<file path="src/rtl/bcrf_pkg.sv">
// Package for the border-connected region fill block.
// Holds grid sizes, register indexes, the sequencer state type and the
// row-unit transaction structs. No dependencies.
`default_nettype none

package bcrf_pkg;

    localparam int MAX_ROWS = 32;
    localparam int MAX_COLS = 32;
    localparam int ROW_W    = 32;
    localparam int IDX_W    = 5;
    localparam int CNT_W    = 6;
    localparam int CFG_W    = 6;
    localparam int OUT_W    = 40;

    localparam logic CFG_GRID_ROWS = 1'b0;
    localparam logic CFG_GRID_COLS = 1'b1;

    typedef enum logic [2:0] {
        ST_LOAD,
        ST_INIT,
        ST_PROP,
        ST_EMIT_RD,
        ST_EMIT_OUT
    } t_state;

    typedef struct packed {
        logic              init;
        logic              border_row;
        logic [ROW_W-1:0]  edge_bits;
        logic [ROW_W-1:0]  open_row;
        logic [ROW_W-1:0]  cur_row;
        logic [ROW_W-1:0]  prev_row;
        logic [ROW_W-1:0]  next_row;
    } t_row_op;

    typedef struct packed {
        logic [ROW_W-1:0]  row;
        logic              changed;
    } t_row_res;

    function automatic logic [CNT_W-1:0] eff_rows(input logic [CFG_W-1:0] value);
        logic [CNT_W-1:0] r;
        r = value;
        if (r == '0) begin
            r = CNT_W'(1);
        end else if (r > CNT_W'(MAX_ROWS)) begin
            r = CNT_W'(MAX_ROWS);
        end
        return r;
    endfunction

    function automatic logic [CNT_W-1:0] eff_cols(input logic [CFG_W-1:0] value);
        logic [CNT_W-1:0] c;
        c = value;
        if (c == '0) begin
            c = CNT_W'(1);
        end else if (c > CNT_W'(MAX_COLS)) begin
            c = CNT_W'(MAX_COLS);
        end
        return c;
    endfunction

    function automatic logic [ROW_W-1:0] col_mask(input logic [CNT_W-1:0] cols);
        logic [CNT_W-1:0] sh;
        sh = CNT_W'(ROW_W) - cols;
        return {ROW_W{1'b1}} >> sh;
    endfunction

    function automatic logic [ROW_W-1:0] edge_mask(input logic [CNT_W-1:0] cols);
        logic [CNT_W-1:0] sh;
        sh = cols - CNT_W'(1);
        return ROW_W'(1) | (ROW_W'(1) << sh);
    endfunction

endpackage

`default_nettype wire

</file>
<file path="src/rtl/bcrf_ram.sv">
// Generic single-write, single-read RAM with registered read data.
// Used for the cell store and the reached store. No dependencies.
`default_nettype none

module bcrf_ram #(
    parameter int WIDTH = 32,
    parameter int DEPTH = 32
) (
    input  wire logic                                   i_clk,
    input  wire logic                                   i_we,
    input  wire logic [((DEPTH > 1) ? $clog2(DEPTH) : 1)-1:0] i_waddr,
    input  wire logic [WIDTH-1:0]                       i_wdata,
    input  wire logic [((DEPTH > 1) ? $clog2(DEPTH) : 1)-1:0] i_raddr,
    output logic      [WIDTH-1:0]                       o_rdata
);

    logic [WIDTH-1:0] r_mem [DEPTH];

    always_ff @(posedge i_clk) begin
        if (i_we) begin
            r_mem[i_waddr] <= i_wdata;
        end
        o_rdata <= r_mem[i_raddr];
    end

endmodule

`default_nettype wire

</file>
<file path="src/rtl/bcrf_row_unit.sv">
// Shared row unit: seeds a row's reached set from its open cells, or grows
// it by one 4-neighbor step. Depends on bcrf_pkg.
`default_nettype none

module bcrf_row_unit (
    input  wire bcrf_pkg::t_row_op  i_op,
    output bcrf_pkg::t_row_res      o_res
);

    logic [bcrf_pkg::ROW_W-1:0] near;
    logic [bcrf_pkg::ROW_W-1:0] grown;
    logic [bcrf_pkg::ROW_W-1:0] seed;

    always_comb begin
        near  = (i_op.cur_row << 1) | (i_op.cur_row >> 1) | i_op.prev_row | i_op.next_row;
        grown = i_op.cur_row | (near & i_op.open_row);
        seed  = i_op.border_row ? i_op.open_row : (i_op.open_row & i_op.edge_bits);
        o_res.row     = i_op.init ? seed : grown;
        o_res.changed = !i_op.init && (grown != i_op.cur_row);
    end

endmodule

`default_nettype wire

</file>
<file path="src/rtl/border_connected_region_fill.sv">
// Top level of the border-connected region fill: sequencer, config registers,
// cell and reached stores. Depends on bcrf_pkg, bcrf_ram and bcrf_row_unit.
//
//  Channel   Signals                                   Role
//  s_axis    tvalid, tready, tdata[31:0]=row_cells     one grid row per transaction
//  m_axis    tvalid, tready, tdata, tlast=last_row     one filled row per transaction
//  cfg       i_cfg_we, i_cfg_idx, i_cfg_wdata[5:0]     grid_rows (0), grid_cols (1)
//
// Rows load at one per cycle. After the last row, a seed sweep and then propagation
// sweeps run through the shared row unit; sweeps repeat until one changes nothing.
// Each output row goes through a read state and then an offer state.
// Reset is synchronous and active low; the stores need no clearing.
// The input side is not ready from the last row until the last output row is taken.
`default_nettype none

module border_connected_region_fill (
    input  wire logic                          i_clk,
    input  wire logic                          i_rst_n,
    input  wire logic                          s_axis_tvalid,
    output logic                               s_axis_tready,
    input  wire logic [bcrf_pkg::ROW_W-1:0]    s_axis_tdata,   // [31:0] row_cells
    output logic                               m_axis_tvalid,
    input  wire logic                          m_axis_tready,
    output logic      [bcrf_pkg::OUT_W-1:0]    m_axis_tdata,   // [31:0] out_cells, [36:32] out_row_index
    output logic                               m_axis_tlast,
    input  wire logic                          i_cfg_we,
    input  wire logic                          i_cfg_idx,
    input  wire logic [bcrf_pkg::CFG_W-1:0]    i_cfg_wdata
);

    bcrf_pkg::t_state               r_state, n_state;
    logic [bcrf_pkg::CNT_W-1:0]     r_cnt, n_cnt;
    logic [bcrf_pkg::CNT_W-1:0]     r_load_cnt, n_load_cnt;
    logic                           r_changed, n_changed;
    logic [bcrf_pkg::ROW_W-1:0]     r_prev, n_prev;
    logic [bcrf_pkg::ROW_W-1:0]     r_cur, n_cur;
    logic [bcrf_pkg::ROW_W-1:0]     r_open, n_open;
    logic [bcrf_pkg::CFG_W-1:0]     r_grid_rows;
    logic [bcrf_pkg::CFG_W-1:0]     r_grid_cols;

    logic [bcrf_pkg::CNT_W-1:0]     rows;
    logic [bcrf_pkg::CNT_W-1:0]     cols;
    logic [bcrf_pkg::ROW_W-1:0]     cmask;
    logic [bcrf_pkg::ROW_W-1:0]     emask;
    logic [bcrf_pkg::CNT_W-1:0]     cnt_m1;
    logic [bcrf_pkg::CNT_W-1:0]     cnt_m2;
    logic [bcrf_pkg::CNT_W-1:0]     load_p1;
    logic                           in_acc;
    logic                           out_acc;
    logic                           last_row;

    logic                           reach_we;
    logic [bcrf_pkg::IDX_W-1:0]     reach_waddr;
    logic [bcrf_pkg::ROW_W-1:0]     rd_reach;
    logic [bcrf_pkg::ROW_W-1:0]     rd_cell;

    bcrf_pkg::t_row_op              op;
    bcrf_pkg::t_row_res             res;

    assign rows     = bcrf_pkg::eff_rows(r_grid_rows);
    assign cols     = bcrf_pkg::eff_cols(r_grid_cols);
    assign cmask    = bcrf_pkg::col_mask(cols);
    assign emask    = bcrf_pkg::edge_mask(cols);
    assign cnt_m1   = r_cnt - bcrf_pkg::CNT_W'(1);
    assign cnt_m2   = r_cnt - bcrf_pkg::CNT_W'(2);
    assign load_p1  = r_load_cnt + bcrf_pkg::CNT_W'(1);
    assign last_row = (r_cnt == rows - bcrf_pkg::CNT_W'(1));

    assign s_axis_tready = (r_state == bcrf_pkg::ST_LOAD);
    assign in_acc        = s_axis_tvalid && s_axis_tready;
    assign m_axis_tvalid = (r_state == bcrf_pkg::ST_EMIT_OUT);
    assign out_acc       = m_axis_tvalid && m_axis_tready;
    assign m_axis_tdata  = {3'b000, r_cnt[bcrf_pkg::IDX_W-1:0], rd_reach};
    assign m_axis_tlast  = last_row;

    always_ff @(posedge i_clk) begin
        if (!i_rst_n) begin
            r_grid_rows <= bcrf_pkg::CFG_W'(bcrf_pkg::MAX_ROWS);
            r_grid_cols <= bcrf_pkg::CFG_W'(bcrf_pkg::MAX_COLS);
        end else if (i_cfg_we) begin
            unique case (i_cfg_idx)
                bcrf_pkg::CFG_GRID_ROWS: r_grid_rows <= i_cfg_wdata;
                bcrf_pkg::CFG_GRID_COLS: r_grid_cols <= i_cfg_wdata;
                default: ;
            endcase
        end
    end

    always_ff @(posedge i_clk) begin
        if (!i_rst_n) begin
            r_state    <= bcrf_pkg::ST_LOAD;
            r_cnt      <= '0;
            r_load_cnt <= '0;
            r_changed  <= 1'b0;
        end else begin
            r_state    <= n_state;
            r_cnt      <= n_cnt;
            r_load_cnt <= n_load_cnt;
            r_changed  <= n_changed;
        end
    end

    always_ff @(posedge i_clk) begin
        r_prev <= n_prev;
        r_cur  <= n_cur;
        r_open <= n_open;
    end

    always_comb begin
        op.init       = (r_state == bcrf_pkg::ST_INIT);
        op.border_row = (cnt_m1 == '0) || (cnt_m1 == rows - bcrf_pkg::CNT_W'(1));
        op.edge_bits  = emask;
        op.open_row   = op.init ? (rd_cell & cmask) : r_open;
        op.cur_row    = r_cur;
        op.prev_row   = r_prev;
        op.next_row   = (r_cnt <= rows) ? rd_reach : '0;
    end

    bcrf_row_unit u_row_unit (
        .i_op  (op),
        .o_res (res)
    );

    always_comb begin
        n_state     = r_state;
        n_cnt       = r_cnt;
        n_load_cnt  = r_load_cnt;
        n_changed   = r_changed;
        n_prev      = r_prev;
        n_cur       = r_cur;
        n_open      = r_open;
        reach_we    = 1'b0;
        reach_waddr = cnt_m1[bcrf_pkg::IDX_W-1:0];
        unique case (r_state)
            bcrf_pkg::ST_LOAD: begin
                if (in_acc) begin
                    if (load_p1 >= rows) begin
                        n_load_cnt = '0;
                        n_cnt      = '0;
                        n_state    = bcrf_pkg::ST_INIT;
                    end else begin
                        n_load_cnt = load_p1;
                    end
                end
            end
            bcrf_pkg::ST_INIT: begin
                reach_we = (r_cnt != '0);
                if (r_cnt == rows) begin
                    n_cnt     = '0;
                    n_changed = 1'b0;
                    n_state   = bcrf_pkg::ST_PROP;
                end else begin
                    n_cnt = r_cnt + bcrf_pkg::CNT_W'(1);
                end
            end
            bcrf_pkg::ST_PROP: begin
                reach_waddr = cnt_m2[bcrf_pkg::IDX_W-1:0];
                if (r_cnt == '0) begin
                    n_prev    = '0;
                    n_changed = 1'b0;
                end else begin
                    n_cur  = rd_reach;
                    n_open = rd_cell & cmask;
                end
                if (r_cnt >= bcrf_pkg::CNT_W'(2)) begin
                    reach_we  = 1'b1;
                    n_prev    = res.row;
                    n_changed = r_changed || res.changed;
                end
                if (r_cnt == rows + bcrf_pkg::CNT_W'(1)) begin
                    n_cnt   = '0;
                    n_state = (r_changed || res.changed) ? bcrf_pkg::ST_PROP
                                                         : bcrf_pkg::ST_EMIT_RD;
                end else begin
                    n_cnt = r_cnt + bcrf_pkg::CNT_W'(1);
                end
            end
            bcrf_pkg::ST_EMIT_RD: begin
                n_state = bcrf_pkg::ST_EMIT_OUT;
            end
            bcrf_pkg::ST_EMIT_OUT: begin
                if (out_acc) begin
                    if (last_row) begin
                        n_cnt   = '0;
                        n_state = bcrf_pkg::ST_LOAD;
                    end else begin
                        n_cnt   = r_cnt + bcrf_pkg::CNT_W'(1);
                        n_state = bcrf_pkg::ST_EMIT_RD;
                    end
                end
            end
            default: begin
                n_state = bcrf_pkg::ST_LOAD;
            end
        endcase
    end

    bcrf_ram #(
        .WIDTH (bcrf_pkg::ROW_W),
        .DEPTH (bcrf_pkg::MAX_ROWS)
    ) u_cell_ram (
        .i_clk   (i_clk),
        .i_we    (in_acc),
        .i_waddr (r_load_cnt[bcrf_pkg::IDX_W-1:0]),
        .i_wdata (s_axis_tdata),
        .i_raddr (r_cnt[bcrf_pkg::IDX_W-1:0]),
        .o_rdata (rd_cell)
    );

    bcrf_ram #(
        .WIDTH (bcrf_pkg::ROW_W),
        .DEPTH (bcrf_pkg::MAX_ROWS)
    ) u_reach_ram (
        .i_clk   (i_clk),
        .i_we    (reach_we),
        .i_waddr (reach_waddr),
        .i_wdata (res.row),
        .i_raddr (r_cnt[bcrf_pkg::IDX_W-1:0]),
        .o_rdata (rd_reach)
    );

`ifndef NO_ASSERTIONS
    a_sides_exclusive: assert property (@(posedge i_clk) disable iff (!i_rst_n)
        !(s_axis_tready && m_axis_tvalid))
        else $error("input ready while a result is offered");

    a_last_returns_to_load: assert property (@(posedge i_clk) disable iff (!i_rst_n)
        (out_acc && m_axis_tlast) |=> s_axis_tready)
        else $error("block did not return to loading after the last row");

    a_load_count_range: assert property (@(posedge i_clk) disable iff (!i_rst_n)
        r_load_cnt < bcrf_pkg::CNT_W'(bcrf_pkg::MAX_ROWS))
        else $error("load count beyond the store depth");

    a_emit_row_range: assert property (@(posedge i_clk) disable iff (!i_rst_n)
        m_axis_tvalid |-> (r_cnt < rows))
        else $error("emitted row index beyond the grid");

    a_reach_write_in_sweep: assert property (@(posedge i_clk) disable iff (!i_rst_n)
        reach_we |-> (r_state == bcrf_pkg::ST_INIT || r_state == bcrf_pkg::ST_PROP))
        else $error("reached store written outside a sweep");
`endif

endmodule

`default_nettype wire

</file>
<file path="config.mk">
export PLATFORM = sky130hd
export DESIGN_NAME = border_connected_region_fill
export DESIGN_NICKNAME = d
export VERILOG_FILES = /design/src/rtl/bcrf_pkg.sv /design/src/rtl/bcrf_ram.sv /design/src/rtl/bcrf_row_unit.sv /design/src/rtl/border_connected_region_fill.sv
export SDC_FILE = /design/constraint.sdc
export NUM_CORES = 2
export LEC_CHECK = 0
export BUFFER_PORTS_ARGS = -buffer_cell sky130_fd_sc_hd__buf_4
export CAP_MARGIN = 40
export CORE_MARGIN = 1
export CORE_UTILIZATION = 65
export DETAILED_ROUTE_END_ITERATION = 12
export PLACE_DENSITY = 0.82
export SLEW_MARGIN = 20
export SYNTH_ARGS = -nofsm -noshare
export SYNTH_HDL_FRONTEND = slang
export SYNTH_SLANG_ARGS = --single-unit
</file>
<file path="constraint.sdc">
create_clock -name i_clk -period 8.6 [get_ports i_clk]
set_clock_uncertainty 0.05 [all_clocks]
set_input_delay 0.43 -clock i_clk [delete_from_list [all_inputs] [get_ports i_clk]]
set_output_delay 0.43 -clock i_clk [all_outputs]
set_load 0.005 [all_outputs]
</file>
==> flow_summary.json <==
{
  "outcome": "completed",
  "synth_edf_count": 2144,
  "power_mw": 24.0,
  "drv_slew": 0,
  "required_ns": 9.24,
  "powerDensity_nw_per_um2": 242,
  "cts_root_buf": "clkbuf_16",
  "via_count": 48787,
  "firstDrtPassIters": 6,
  "hold_viol": 0,
  "synth_cells": 4449,
  "worstSetupEndpoint": "u_reach_ram.r_mem[22][22]",
  "io_buffers": 83,
  "gr-total-overflow": 0,
  "grt_use_total_pct": 36.0,
  "clockPowerShare_pct": 39.3,
  "final_common_cell": "edfxtp_1",
  "drt_iter0_markers": 8452,
  "path_depth": 12,
  "grt_pass1_vias": 48739,
  "finalSetupTns_ns": 0,
  "reg2reg_from": "r_grid_cols[2]",
  "ir_drop_mv": 0.233,
  "rr_endpoint": "u_reach_ram.r_mem[22][22]",
  "layout_common_cells": "edfxtp_1, mux4_2, nand2_1",
  "crit_path_start": "r_grid_cols[2]",
  "ys_ff_latch": 2236,
  "p_sw_mw": 5.51,
  "postCtsSetupBuffers": 0,
  "synth_area_um2": 87300,
  "critPathMaxStageDelay_ns": 0.75,
  "seqPwrFrac_pct": 52.7,
  "switching_share_pct": 23.0,
  "clockBufferDepth": 3,
  "startpoint_type": "register",
  "antenna_found_initial": 8,
  "reg2reg_depth": 12,
  "drt-total-wl_mm": 243,
  "min_path_type": "input pin to register",
  "clkTransAtPathRegs_ns": 0.07,
  "coreArea_um2": 133000,
  "avgSynthCellArea_um2": 19.6,
  "slowest_stage": "a211oi_1",
  "dp_hpwl_mm": 121,
  "ys_seq_area_share_pct": 75.8,
  "path_buf_inv": 3,
  "total_leakage_power_nw": 30.5,
  "ff2ff_setup_slack_ns": 3.85,
  "routabilityCongestion": 0.956,
  "cts-htree-levels": 4,
  "nets": 4766,
  "grt_pass1_wl_mm": 344,
  "rsz0062_at_grt": "false",
  "pwr-share-comb_pct": 8.0,
  "clock-sinks": 2236,
  "ant_nets": 0,
  "fin_crit_sh_pct": 55.2,
  "setup_viol": 0,
  "worstMarginPinSlew_ns": 1.10,
  "p_int_mw": 18.4,
  "cp_cell_sequence": "nor4_1, nor2_1, nor2_1, inv_1, ha_1, inv_1, ha_1, nand2_1, a211oi_1, o21ai_0, a21oi_2, buf_6",
  "synth.area.top_cells": "edfxtp_1, mux4_2, dfxtp_1",
  "ys.flop_type": "edfxtp_1",
  "slew_headroom_pct": 26.8,
  "critPathMaxFanout": 19,
  "synth_async_sr_flop_share_pct": 0,
  "synth_top_area_cell": "edfxtp_1",
  "critPathArrivalTime_ns": 5.38,
  "synth_top_area_share_pct": 73.7,
  "clock.fmax_ghz": 0.211,
  "io_pins": 87,
  "dieArea_um2": 136000,
  "cts_tree": "done",
  "start_util_pct": 65.4,
  "row_count": 134,
  "die_w_um": 369,
  "syn_to_final_growth_pct": 13.1,
  "period_needed_ns": 4.75,
  "maxCapViolCount": 0,
  "cts_buffers": 207,
  "routed_via_density": 7.35,
  "drive_gt1_share_pct": 23.8,
  "clk_latency_ns": 0.85,
  "end_kind": "register",
  "crit_family": "compound AO/OA/AOI/OAI gates",
  "grt_max_degree": 149,
  "die_h_um": 369,
  "yosysUniqueCellTypes": 78,
  "drc": 0,
  "wire_per_inst_um": 36.6,
  "fillerInstances": 6968,
  "yosysWarnings": 0,
  "worst-setup-path-type": "register to register"
}
==> repair_timing <==
action,CTS,global route
hold buffers,51,0
endpoints found under the hold margin,1048,0
gates resized for setup,0,0
==> cells in the mapped netlist, drive strengths merged (6+ instances only) <==
library cell / count
a21boi: 19
and3: 12
nand3: 40
nand4: 6
edfxtp: 2144
nor2b: 24
mux2: 21
xor2: 10
ha: 34
and2: 39
o22ai: 54
buf: 110
a211oi: 38
nor2: 165
a21oi: 137
mux2i: 183
a31oi: 8
xnor2: 19
or3: 9
a221oi: 44
dfxtp: 92
inv: 52
a211o: 26
nand2b: 20
o21ai: 52
a2111o: 19
o221ai: 38
mux4: 470
o211ai: 15
a2111oi: 14
a22oi: 8
nor3: 20
nand2: 303
clkbuf: 142
a21o: 9
==> worst min-delay path by stage <==
| stage | startpoint | slack (ns) | to | cells after the start |
|---|---|---|---|---|
| finish | s_axis_tdata[16] | 0.49 | u_cell_ram.r_mem[28][16] | 2 |
| global route | s_axis_tdata[16] | 0.47 | u_cell_ram.r_mem[25][16] | 2 |
| CTS | s_axis_tdata[16] | 0.44 | u_cell_ram.r_mem[28][16] | 2 |
| detailed placement | r_load_cnt[5] | 0.48 | r_load_cnt[5] | 2 |
| global placement | r_load_cnt[5] | 0.46 | r_load_cnt[5] | 2 |
| floorplan | u_reach_ram.o_rdata[11] | 0.40 | r_cur[11] | 0 |
==> per-layer routing <==
metal | part of all wire, % | global-route usage, %
met2 | 47 | 55.4
met3 | 13 | 8.90
met5 | 0.029 | 0
met4 | 5.8 | 18.8
met1 | 34 | 48.5
==> state kept, by name, summed over array words and instances (netlist names), 32 cells and up <==
| register | count |
|---|---|
| u_cell_ram.r_mem | 1024 |
| u_reach_ram.r_mem | 1024 |
| r_cur | 32 |
| r_open | 32 |
| r_prev | 32 |
| u_cell_ram.o_rdata | 32 |
| u_reach_ram.o_rdata | 32 |
==> per-stage QoR <==
step           utilization (%)  instances  hold slack [ns]  worst slack (ns)  area (um^2)
2_1_floorplan                -       4451            0.400              3.33        87300
3_3_place_gp              68.0       6163            0.462              3.46        90800
5_1_grt                   74.0       6636            0.471              3.67        98800
4_1_cts                   73.9       6628            0.439              3.74        98600
6_report                  74.0       6641            0.491              3.85        98800
3_5_place_dp              68.3       6189            0.478              3.84        91200
==> power groups by stage <==
| stage | logic, mW | clock network [mW] | registers [mW] |
|---|---|---|---|
| 2_1_floorplan | 1.08 | 0 | 12.8 |
| 3_3_place_gp | 1.65 | 0 | 12.9 |
| 3_5_place_dp | 1.79 | 0 | 12.8 |
| 4_1_cts | 1.85 | 9.42 | 12.6 |
| 5_1_grt | 2.00 | 9.83 | 12.6 |
| 6_report | 1.92 | 9.42 | 12.6 |
==> kinds of logic after synthesis <==
kind of cell             Yosys count  share of synthesized area, %
AO/OA/AOI/OAI                    504                          4.05
XOR/XNOR                          29                         0.291
adder cells (fa/ha/maj)           34                         0.487
buffers and inverters            304                          1.41
flip-flops                      2236                          75.8
multiplexers                     674                          14.5
other                              1                       0.00429
AND/OR/NAND/NOR                  667                          3.43
==> layout make-up <==
class                   count  area [um^2]  share of cell area (%)
clock inverters           120         1240                    1.25
repair buffers            280         2630                    2.66
flip-flops and latches   2236        66200                    67.0
multi-input cells        1911        20600                    20.8
inverters                  52          196                   0.199
clock buffers             268         5700                    5.77
diodes                      6         15.0                  0.0152
well taps                1768         2210                    2.24
(Power assumes the default switching activity.)
